### src/sv/md4_pkg.sv
package md4_pkg;

  localparam logic [31:0] K2 = 32'o13240474631;
  localparam logic [31:0] K3 = 32'o15666365641;
  localparam logic [7:0]  PAD_BYTE = 8'h80;

  localparam logic [31:0] INIT_A = 32'h67452301;
  localparam logic [31:0] INIT_B = 32'hefcdab89;
  localparam logic [31:0] INIT_C = 32'h98badcfe;
  localparam logic [31:0] INIT_D = 32'h10325476;

  localparam logic [1:0] RND_F = 2'd0;
  localparam logic [1:0] RND_G = 2'd1;
  localparam logic [1:0] RND_H = 2'd2;

  localparam logic [5:0] LAST_STEP = 6'd47;
  localparam logic [5:0] LEN_POS   = 6'd56;

  typedef struct packed {
    logic       en;
    logic [5:0] pos;
    logic [7:0] data;
  } buf_wr_t;

  function automatic logic [4:0] shift_amt(input logic [1:0] rnd, input logic [1:0] sub);
    logic [4:0] s;
    s = 5'd3;
    case (rnd)
      RND_F: begin
        case (sub)
          2'd0: s = 5'd3;
          2'd1: s = 5'd7;
          2'd2: s = 5'd11;
          default: s = 5'd19;
        endcase
      end
      RND_G: begin
        case (sub)
          2'd0: s = 5'd3;
          2'd1: s = 5'd5;
          2'd2: s = 5'd9;
          default: s = 5'd13;
        endcase
      end
      default: begin
        case (sub)
          2'd0: s = 5'd3;
          2'd1: s = 5'd9;
          2'd2: s = 5'd11;
          default: s = 5'd15;
        endcase
      end
    endcase
    return s;
  endfunction

  // message word used by a step: straight, transposed, then bit-reversed
  function automatic logic [3:0] word_idx(input logic [1:0] rnd, input logic [3:0] k);
    logic [3:0] w;
    case (rnd)
      RND_F:   w = k;
      RND_G:   w = {k[1:0], k[3:2]};
      default: w = {k[0], k[1], k[2], k[3]};
    endcase
    return w;
  endfunction

endpackage

### src/sv/md4_block_buf.sv
module md4_block_buf (
  input  logic             clk,
  input  md4_pkg::buf_wr_t wr,
  input  logic [3:0]       rd_idx,
  output logic [31:0]      rd_word
);
  import md4_pkg::*;

  logic [31:0] mem [16];

  always_ff @(posedge clk) begin
    if (wr.en) begin
      mem[wr.pos[5:2]][{wr.pos[1:0], 3'b000} +: 8] <= wr.data;
    end
    rd_word <= mem[rd_idx];
  end

endmodule

### src/sv/md4_step_unit.sv
module md4_step_unit (
  input  logic [1:0]  rnd,
  input  logic [4:0]  shamt,
  input  logic [31:0] a,
  input  logic [31:0] b,
  input  logic [31:0] c,
  input  logic [31:0] d,
  input  logic [31:0] x,
  output logic [31:0] result
);
  import md4_pkg::*;

  logic [31:0] f;
  logic [31:0] k;
  logic [31:0] sum;
  logic [63:0] rot;

  always_comb begin
    case (rnd)
      RND_F: begin
        f = (b & c) | (~b & d);
        k = 32'd0;
      end
      RND_G: begin
        f = (b & c) | (b & d) | (c & d);
        k = K2;
      end
      default: begin
        f = b ^ c ^ d;
        k = K3;
      end
    endcase
  end

  assign sum    = a + f + x + k;
  assign rot    = {sum, sum} << shamt;
  assign result = rot[63:32];

endmodule

### src/sv/md4_digest_stream.sv
// MD4 digest of a byte stream. Each accepted beat may carry one message byte
// (byte_valid) and may end the message (last). The 64th byte of a block starts
// a compression (load, 48 steps on one shared step unit, chain add) during
// which in_stall is high. At the end of a message the padding, the 0x80 byte,
// zeros and the 64-bit bit length, is written one byte per cycle up to the end
// of the block, then compressed; this happens once, or twice when fewer than 9
// bytes were free. The digest sits in an output register, so the next message
// can start while it waits to be taken.
module md4_digest_stream (
  input  logic        clk,
  input  logic        rst,
  input  logic        in_valid,
  output logic        in_stall,
  input  logic [7:0]  data_byte,
  input  logic        byte_valid,
  input  logic        last,
  output logic        out_valid,
  input  logic        out_stall,
  output logic [31:0] digest_a,
  output logic [31:0] digest_b,
  output logic [31:0] digest_c,
  output logic [31:0] digest_d
);
  import md4_pkg::*;

  localparam logic [2:0] S_IDLE = 3'd0;
  localparam logic [2:0] S_LOAD = 3'd1;
  localparam logic [2:0] S_STEP = 3'd2;
  localparam logic [2:0] S_ADD  = 3'd3;
  localparam logic [2:0] S_PAD  = 3'd4;
  localparam logic [2:0] S_DONE = 3'd5;

  logic [2:0]  state;
  logic [5:0]  fill;
  logic [63:0] bit_len;
  logic [5:0]  step;
  logic        pend_last;
  logic        padding;
  logic        pad_first;
  logic        final_blk;
  logic [31:0] ch_a, ch_b, ch_c, ch_d;
  logic [31:0] ra, rb, rc, rd;

  buf_wr_t     wr;
  logic [31:0] x_word;
  logic [31:0] step_out;
  logic [1:0]  rnd;
  logic [7:0]  pad_data;
  logic        accept;
  logic [5:0]  fill_next;
  logic [5:0]  rd_step;
  logic        post_digest;

  assign in_stall = (state != S_IDLE);
  assign accept   = in_valid && !in_stall;
  assign rnd      = step[5:4];

  // fetch the word in the cycle before the step that uses it (the read is registered)
  assign rd_step  = (state == S_STEP) ? step + 6'd1 : 6'd0;

  assign post_digest = (state == S_DONE) && (!out_valid || !out_stall);

  always_comb begin
    if (pad_first) begin
      pad_data = PAD_BYTE;
    end else if (final_blk && fill >= LEN_POS) begin
      pad_data = bit_len[{fill[2:0], 3'b000} +: 8];
    end else begin
      pad_data = 8'h00;
    end
  end

  always_comb begin
    wr.en   = 1'b0;
    wr.pos  = fill;
    wr.data = data_byte;
    if (accept && byte_valid) begin
      wr.en = 1'b1;
    end else if (state == S_PAD) begin
      wr.en   = 1'b1;
      wr.data = pad_data;
    end
  end

  assign fill_next = (accept && byte_valid) ? fill + 6'd1 : fill;

  md4_block_buf u_buf (
    .clk     (clk),
    .wr      (wr),
    .rd_idx  (word_idx(rd_step[5:4], rd_step[3:0])),
    .rd_word (x_word)
  );

  md4_step_unit u_step (
    .rnd    (rnd),
    .shamt  (shift_amt(rnd, step[1:0])),
    .a      (ra),
    .b      (rb),
    .c      (rc),
    .d      (rd),
    .x      (x_word),
    .result (step_out)
  );

  // working registers rotate so the unit always reads the first slot and writes the second
  always_ff @(posedge clk) begin
    if (state == S_LOAD) begin
      ra <= ch_a;
      rb <= ch_b;
      rc <= ch_c;
      rd <= ch_d;
    end else if (state == S_STEP) begin
      ra <= rd;
      rb <= step_out;
      rc <= rb;
      rd <= rc;
    end
  end

  always_ff @(posedge clk) begin
    if (rst) begin
      state     <= S_IDLE;
      fill      <= 6'd0;
      bit_len   <= 64'd0;
      step      <= 6'd0;
      pend_last <= 1'b0;
      padding   <= 1'b0;
      pad_first <= 1'b0;
      final_blk <= 1'b0;
      out_valid <= 1'b0;
      ch_a      <= INIT_A;
      ch_b      <= INIT_B;
      ch_c      <= INIT_C;
      ch_d      <= INIT_D;
    end else begin
      if (post_digest) begin
        out_valid <= 1'b1;
      end else if (!out_stall) begin
        out_valid <= 1'b0;
      end
      case (state)
        S_IDLE: begin
          if (accept) begin
            fill      <= fill_next;
            pend_last <= last;
            if (byte_valid) begin
              bit_len <= bit_len + 64'd8;
            end
            if (byte_valid && fill == 6'd63) begin
              state <= S_LOAD;
            end else if (last) begin
              state     <= S_PAD;
              padding   <= 1'b1;
              pad_first <= 1'b1;
              final_blk <= (fill_next < LEN_POS);
            end
          end
        end
        S_LOAD: begin
          step  <= 6'd0;
          state <= S_STEP;
        end
        S_STEP: begin
          step <= step + 6'd1;
          if (step == LAST_STEP) begin
            state <= S_ADD;
          end
        end
        S_ADD: begin
          ch_a <= ch_a + ra;
          ch_b <= ch_b + rb;
          ch_c <= ch_c + rc;
          ch_d <= ch_d + rd;
          if (padding) begin
            if (final_blk) begin
              state <= S_DONE;
            end else begin
              state     <= S_PAD;
              final_blk <= 1'b1;
            end
          end else if (pend_last) begin
            state     <= S_PAD;
            padding   <= 1'b1;
            pad_first <= 1'b1;
            final_blk <= 1'b1;
          end else begin
            state <= S_IDLE;
          end
        end
        S_PAD: begin
          pad_first <= 1'b0;
          fill      <= fill + 6'd1;
          if (fill == 6'd63) begin
            state <= S_LOAD;
          end
        end
        S_DONE: begin
          // hold until the output register is free
          if (post_digest) begin
            digest_a  <= ch_a;
            digest_b  <= ch_b;
            digest_c  <= ch_c;
            digest_d  <= ch_d;
            ch_a      <= INIT_A;
            ch_b      <= INIT_B;
            ch_c      <= INIT_C;
            ch_d      <= INIT_D;
            fill      <= 6'd0;
            bit_len   <= 64'd0;
            padding   <= 1'b0;
            pend_last <= 1'b0;
            final_blk <= 1'b0;
            state     <= S_IDLE;
          end
        end
        default: begin
          state <= S_IDLE;
        end
      endcase
    end
  end

endmodule

### config.mk
export PLATFORM = sky130hd
export DESIGN_NAME = md4_digest_stream
export DESIGN_NICKNAME = d
export VERILOG_FILES = /design/src/sv/md4_pkg.sv /design/src/sv/md4_block_buf.sv /design/src/sv/md4_step_unit.sv /design/src/sv/md4_digest_stream.sv
export SDC_FILE = /design/constraint.sdc
export NUM_CORES = 2
export LEC_CHECK = 0
export ABC_AREA = 1
export BUFFER_PORTS_ARGS = -buffer_cell sky130_fd_sc_hd__buf_2
export CAP_MARGIN = 20
export CORE_MARGIN = 2
export CORE_UTILIZATION = 45
export DETAILED_ROUTE_END_ITERATION = 7
export GPL_TIMING_DRIVEN = 1
export PLACE_DENSITY = 0.58
export SYNTH_ARGS = -nofsm -noshare
export SYNTH_HDL_FRONTEND = slang
export SYNTH_SLANG_ARGS = --single-unit
### constraint.sdc
create_clock -name clk -period 20.9 [get_ports clk]
set_input_delay 0 -clock clk [delete_from_list [all_inputs] [get_ports clk]]
set_output_delay 0 -clock clk [all_outputs]
set_load 0.005 [all_outputs]
# Word level (Yosys, flattened, before mapping)
# Memories as Yosys holds them, arrays and structs flattened. A register that Yosys moved wholly into a read port is not among the register bits.
# Index checks and enable logic that the tools add are counted.
[word_totals]
reg_bits = 468
ram_bits = 512
input_bits = 14
n_memories = 1
[memory_table]
columns = ["memory", "words", "word_bits", "rd", "rd_clocked_by_memory_dff", "wr", "line", "source"]
rows = [
  ["u_buf.mem", 16, 32, 1, 1, 1, "md4_block_buf.sv:9", "logic [31:0] mem [16];"],
]
[classes]
add_sub_neg = 11
order_cmp = 2
eq_ne = 23
shifts = 4
mux = 70
bitwise_logic = 11
n_reduce_logical = 29
[ops]
columns = ["op", "count"]
rows = [
  ["32-bit two-way mux", 13],
  ["32-bit case mux with 2 select lines", 5],
  ["32-bit adder", 6],
  ["64-bit two-way mux", 3],
  ["32-bit bitwise AND", 4],
  ["64-bit case mux with 2 select lines", 1],
  ["32-bit bitwise OR", 3],
  ["64-bit by 4-bit adder with 64-bit output (second input constant)", 1],
  ["64-bit by 7-bit variable part select with 8-bit output", 1],
  ["64-bit by 5-bit left shift with 64-bit output", 1],
  ["32-bit bitwise XOR", 2],
  ["31-bit case mux with 2 select lines", 1],
  ["32-bit by 31-bit adder with 32-bit output", 1],
  ["8-bit two-way mux", 4],
  ["32-bit inverter", 1],
  ["8-bit by 7-bit variable shift with 32-bit output (first input constant)", 1],
  ["8-bit by 7-bit variable part select with 32-bit output", 1],
  ["3-bit two-way mux", 8],
  ["6-bit two-way mux", 4],
  ["4-bit case mux with 3 select lines", 2],
  ["1-bit two-way mux", 19],
  ["3-bit case mux with 6 select lines", 1],
  ["6-bit case mux with 3 select lines", 1],
  ["5-bit case mux with 3 select lines", 1],
  ["31 further kinds", 65],
]

# Longest topological paths before layout
[logic_depth]
word_depth = 10
mapped_depth = 26

# Hierarchy
# A second synthesis with hierarchy kept.
[unflattened]
hier_cells = 7620
area_unflattened_um2 = 60072.6
[modules_own_cells]
columns = ["module", "instances", "cells_each", "area_per_inst_um2", "seq_area_each_um2"]
rows = [
  ["md4_digest_stream", 1, 4020, 28929.0, 11871.4],
  ["md4_block_buf", 1, 2260, 23319.9, 16015.4],
  ["md4_step_unit", 1, 1340, 7823.8, 0.0],
]

# Least setup slack after synthesis
# Ideal clock, no wire load.
[synth_path]
kind = "register -> register"
startpoint = "register state[1]"
endpoint = "register digest_a[0] (enable)"
t_arrival_ns = 9.482
required_time_ns = 20.128
slack_ns = 10.646
path_stages_with_launch = 6
period_less_slack_ns = 10.254
cell_sequence = "dfxtp_1 -> inv_2 -> nand3_2 -> buf_6 -> clkbuf_1 -> nor3_1"
[synth_via]
elab_chain_len = 3
[synth_rtl]
columns = ["element", "line", "source"]
rows = [
  ["start, declared", "md4_digest_stream.sv:33", "logic [2:0] state;"],
  ["start signal, assigned", "md4_digest_stream.sv:122", "state <= S_IDLE;"],
  ["start signal, assigned", "md4_digest_stream.sv:150", "state <= S_LOAD;"],
  ["start signal, assigned", "md4_digest_stream.sv:152", "state <= S_PAD;"],
  ["3-bit equality test (*)", "md4_digest_stream.sv:61, md4_digest_stream.sv:141", ""],
  ["1-bit logical AND", "md4_digest_stream.sv:61", "assign post_digest = (state == S_DONE) && (!out_valid || !out_stall);"],
  ["3-bit AND reduction (no source line) (*)", "n/a", ""],
  ["end signal, assigned", "md4_digest_stream.sv:200", "digest_a <= ch_a;"],
  ["end, declared", "md4_digest_stream.sv:19", "output logic [31:0] digest_a,"],
]
# Mark *: on every way between the ends. The rest lies on a longest branch, timed or not.
# A chain may end at the register's enable or synchronous reset.

# Final worst setup path
[layout_path]
startpoint = "register step[5]"
endpoint = "register rb[3], data pin"
[layout_via]
elab_chain_len = 8
word_cells_on_any_way = 11
[layout_rtl]
columns = ["element", "line", "source"]
rows = [
  ["start, declared", "md4_digest_stream.sv:36", "logic [5:0] step;"],
  ["start signal, assigned", "md4_digest_stream.sv:164", "step <= step + 6'd1;"],
  ["2-bit by 1-bit equality test with 1-bit output or 2-bit logical NOT (tied branches)", "md4_pkg.sv:28, md4_step_unit.sv:19", ""],
  ["32-bit case mux with 2 select lines", "md4_step_unit.sv:19", "case (rnd)"],
  ["32-bit adder (2 in series)", "md4_step_unit.sv:35", "assign sum = a + f + x + k;"],
  ["32-bit by 31-bit adder with 32-bit output", "md4_step_unit.sv:35", ""],
  ["64-bit by 5-bit left shift with 64-bit output (*)", "md4_step_unit.sv:36", "assign rot = {sum, sum} << shamt;"],
  ["32-bit two-way mux (*)", "md4_digest_stream.sv:112", "end else if (state == S_STEP) begin"],
  ["32-bit two-way mux (*)", "md4_digest_stream.sv:107", "if (state == S_LOAD) begin"],
  ["end signal, assigned", "md4_digest_stream.sv:109", "rb <= ch_b;"],
  ["end signal, assigned", "md4_digest_stream.sv:114", "rb <= step_out;"],
  ["end, declared", "md4_digest_stream.sv:42", "logic [31:0] ra, rb, rc, rd;"],
]
# Mark *: on every way between the ends. The rest lies on a longest branch, timed or not. The select of a mux whose other input is x is not followed.

==> results.cfg <==
[place]
port_buffers = 143
dpl-instance-area_sq_mm = 0.05746
hpwl_mm = 136.5
placed_cells = 7894
place.gp.congestion = 0.9627

[final_layout]
area_growth_pct = 11.09
final_common_cell = nand2_1
multi_input_area_sq_mm = 0.02309
nFillCells = 11560
stdcell_area_sq_mm = 0.06143
mostFrequentLayoutCells = 1418 x nand2_1, 865 x inv_1, 768 x edfxtp_1
seq_area_sq_mm = 0.02789
layoutNonFillerInstCount = 8124
largest_reg_flops = 512
drive_gt1_share_pct = 7.171
fin_nets = 6685

[logic_synthesis]
netlist_area_sq_mm = 0.05529
synth_simple_gate_area_share_pct = 21.14
synth_xor_xnor_area_share_pct = 0.8712
synth_fa_ha_area_share_pct = 7.255
synth_top_family_by_area = simple AND/OR/NAND/NOR gates
yosysWarnings = 0
synth-compound-area-share_pct = 12.29
ys_types = 64
synth-seq-cells = 1009
synth_nets = 6601
synth_flop_cell = edfxtp_1
avgSynthCellArea_sq_um = 8.748
synth-edff-count = 768
netlist_instances = 6321
post_synth_mux_area_share_pct = 0.01810
ys_seq_area_share_pct = 50.43
async_flop_share_pct = 0

[detailed_routing]
drt_iter0_drc = 4571
wl_per_cell_um = 22.87
antenna_left = 0
vias_per_cell = 5.555
first_pass_iters = 8
vias = 45130
drc_errors = 2
routed_wl_mm = 185.8

[clock_tree]
cts_tree = done
cts_made_buffers = 109
post_cts_buffers = 0
htree_levels = 3
cts.path.max_buffers = 3
clkLatencyLatePin_ps = 770
clock-root-buffer = clkbuf_16
ctsResizeCount = 0
cts.clk_slew.worst_paths_ps = 70
cts_hold_buf = 11
clkSinkCount = 1009

[floorplan]
die_area_sq_mm = 0.1257
fp.dieW_um = 354.5
io_pins = 144
core_sq_mm = 0.1219
initial_core_util_pct = 45.37
die_y_um = 354.5
rows = 128

[min_path]
hold_class = in2reg

[sta]
setup_tns_ps = 0
tightest_slew_ps = 1174
fmax_mhz = 176.3
slew_headroom_pct = 21.71
holdWs_ps = 28.15
final.setup_skew_ps = 58.20
setup_violations = 0
fin_crit_ps = 5672
maxSlewViolCount = 0
rsz0062_at_grt = no
hold_viol = 0
fin_crit_sh_pct = 27.14

[power_and_ir_drop]
p_leak_nw = 24.99
p_per_area_mw_per_mm2 = 95.03
ir_drop_mv = 0.07348

[critical_path]
regToRegEndpoint = rb[3]
crit_type = reg2reg
critical_path.max_stage_delay_ps = 890
r2r_setup_slack_ps = 15230
path_cells = nor2_1 > inv_1 > buf_4 > o22ai_1 > nor2_1 > fa_1 > fa_1 > inv_1 > ha_1 > nand2_1 > nor2_1 > nand2_1 > nor2_1 > nand2_1 > nand3_1 > nand2_1 > nand3_1 > nand3_1 > nand3_1 > nand3_1 > nand3_1 > nand2_1
cp-startpoint = step[5]
path_common_cell = nand3_1
worstPathArrival_ps = 6160
cp_slowest_cell = nor2_1
crit_path_end_kind = flop
start_kind = flop
worst_ep_required_time_ps = 21390
ff2ff_path_depth = 22
cp-endpoint = rb[3]
crit_fanout = 28
r2r_start = step[5]

[status]
violations = design-rule violations
outcome = finished, violations left

[run]
maxCapViolations = 0

[global_route]
grt_pass1_vias = 41770
grt_util_all_layers_pct = 29.27
grt-ovfl-total = 0
grt_max_degree = 249
antenna_found_initial = 3
grt_first_pass_wirelength_mm = 275.0
-- synth_stat cells, types with 6 or more instances --
cell	instances	area (sq um)
a31oi_1	19	118.9
nand4_1	46	287.8
and2_1	9	56.30
nand2_1	1419	5326
or2_2	24	150.1
o22ai_1	20	125.1
nor2_2	7	43.79
xnor2_1	15	131.4
o221ai_1	23	201.4
nand3_1	671	3358
o21ai_0	322	1612
buf_2	81	405.4
fa_1	91	1822
a21oi_1	346	1732
a21o_1	23	172.7
clkinv_1	7	26.28
o21a_1	6	45.04
a211oi_1	11	82.58
buf_1	15	56.30
inv_2	12	45.04
dfxtp_1	241	4825
nor2_1	422	1584
nor3_1	75	375.4
nand3b_1	18	135.1
xor2_1	40	350.3
ha_1	175	2190
o21ai_1	13	65.06
a21boi_0	7	52.55
inv_1	867	3254
clkbuf_1	130	488.0
o211ai_1	274	2057
nor4_1	14	87.58
a221oi_1	7	61.31
o21bai_1	31	232.7
buf_4	17	127.6
edfxtp_1	768	23060
a32o_1	7	70.07
-- cells by family after synthesis --
logic type               after synthesis
multiplexers                           1
AND/OR/NAND/NOR                     2733
buffers and inverters               1131
adder cells (fa/ha/maj)              266
XOR/XNOR                              55
flip-flops                          1009
AO/OA/AOI/OAI                       1126
-- power breakdown --
group	switching, mW	total, mW	internal, mW
clock network	0.857	2.01	1.15
registers	0.0746	2.36	2.28
logic	1.03	1.47	0.446
total	1.96	5.84	3.88
-- metrics by stage --
step / power, mW / util [%] / setup slack, ps
floorplan: 3.348 / - / 10650
global placement: 3.843 / 47.12 / 15390
detailed placement: 3.847 / 47.15 / 15360
CTS: 5.850 / 50.30 / 15320
global route: 6.112 / 50.40 / 14770
finish: 5.838 / 50.40 / 15230
-- layout make-up --
type / instances / share of cell area, %
Clock inverter: 62 / 1.234
Inverter: 887 / 5.428
Timing Repair Buffer: 217 / 2.204
Multi-Input combinational cell: 4181 / 37.58
Clock buffer: 142 / 4.840
Tap cell: 1625 / 3.310
Antenna cell: 1 / 0.004074
Sequential cell: 1009 / 45.40
-- critical path: cells and delay by family (launching register included) --
kind	cells	cell delay [ps]
simple gates	15	2640
fa+ha+maj	3	1330
buf+inv	3	650
flops	1	580
compound gates	1	160
-- worst min-delay path by stage --
stage	end	cells past startpoint	slack (ps)	startpoint
finish	u_buf.mem[9][19]	4	30	data_byte[3]
global route	u_buf.mem[8][19]	4	20	data_byte[3]
CTS	u_buf.mem[15][21]	4	70	data_byte[5]
detailed placement	digest_b[15]	1	390	digest_b[15]
global placement	digest_b[4]	1	390	digest_b[4]
floorplan	out_valid	2	190	out_stall
-- per-layer routing --
| layer | share of wire [%] | GRT usage, % | vias to the layer above |
|---|---|---|---|
| met4 | 4.0 | 10.81 | 0 |
| met1 | 44 | 40.06 | 21480 |
| met5 | 0 | 0 | - |
| li1 | - | - | 21690 |
| met3 | 6.1 | 3.568 | 288 |
| met2 | 46 | 47.76 | 1664 |
Power figures use the tool's default switching activity.
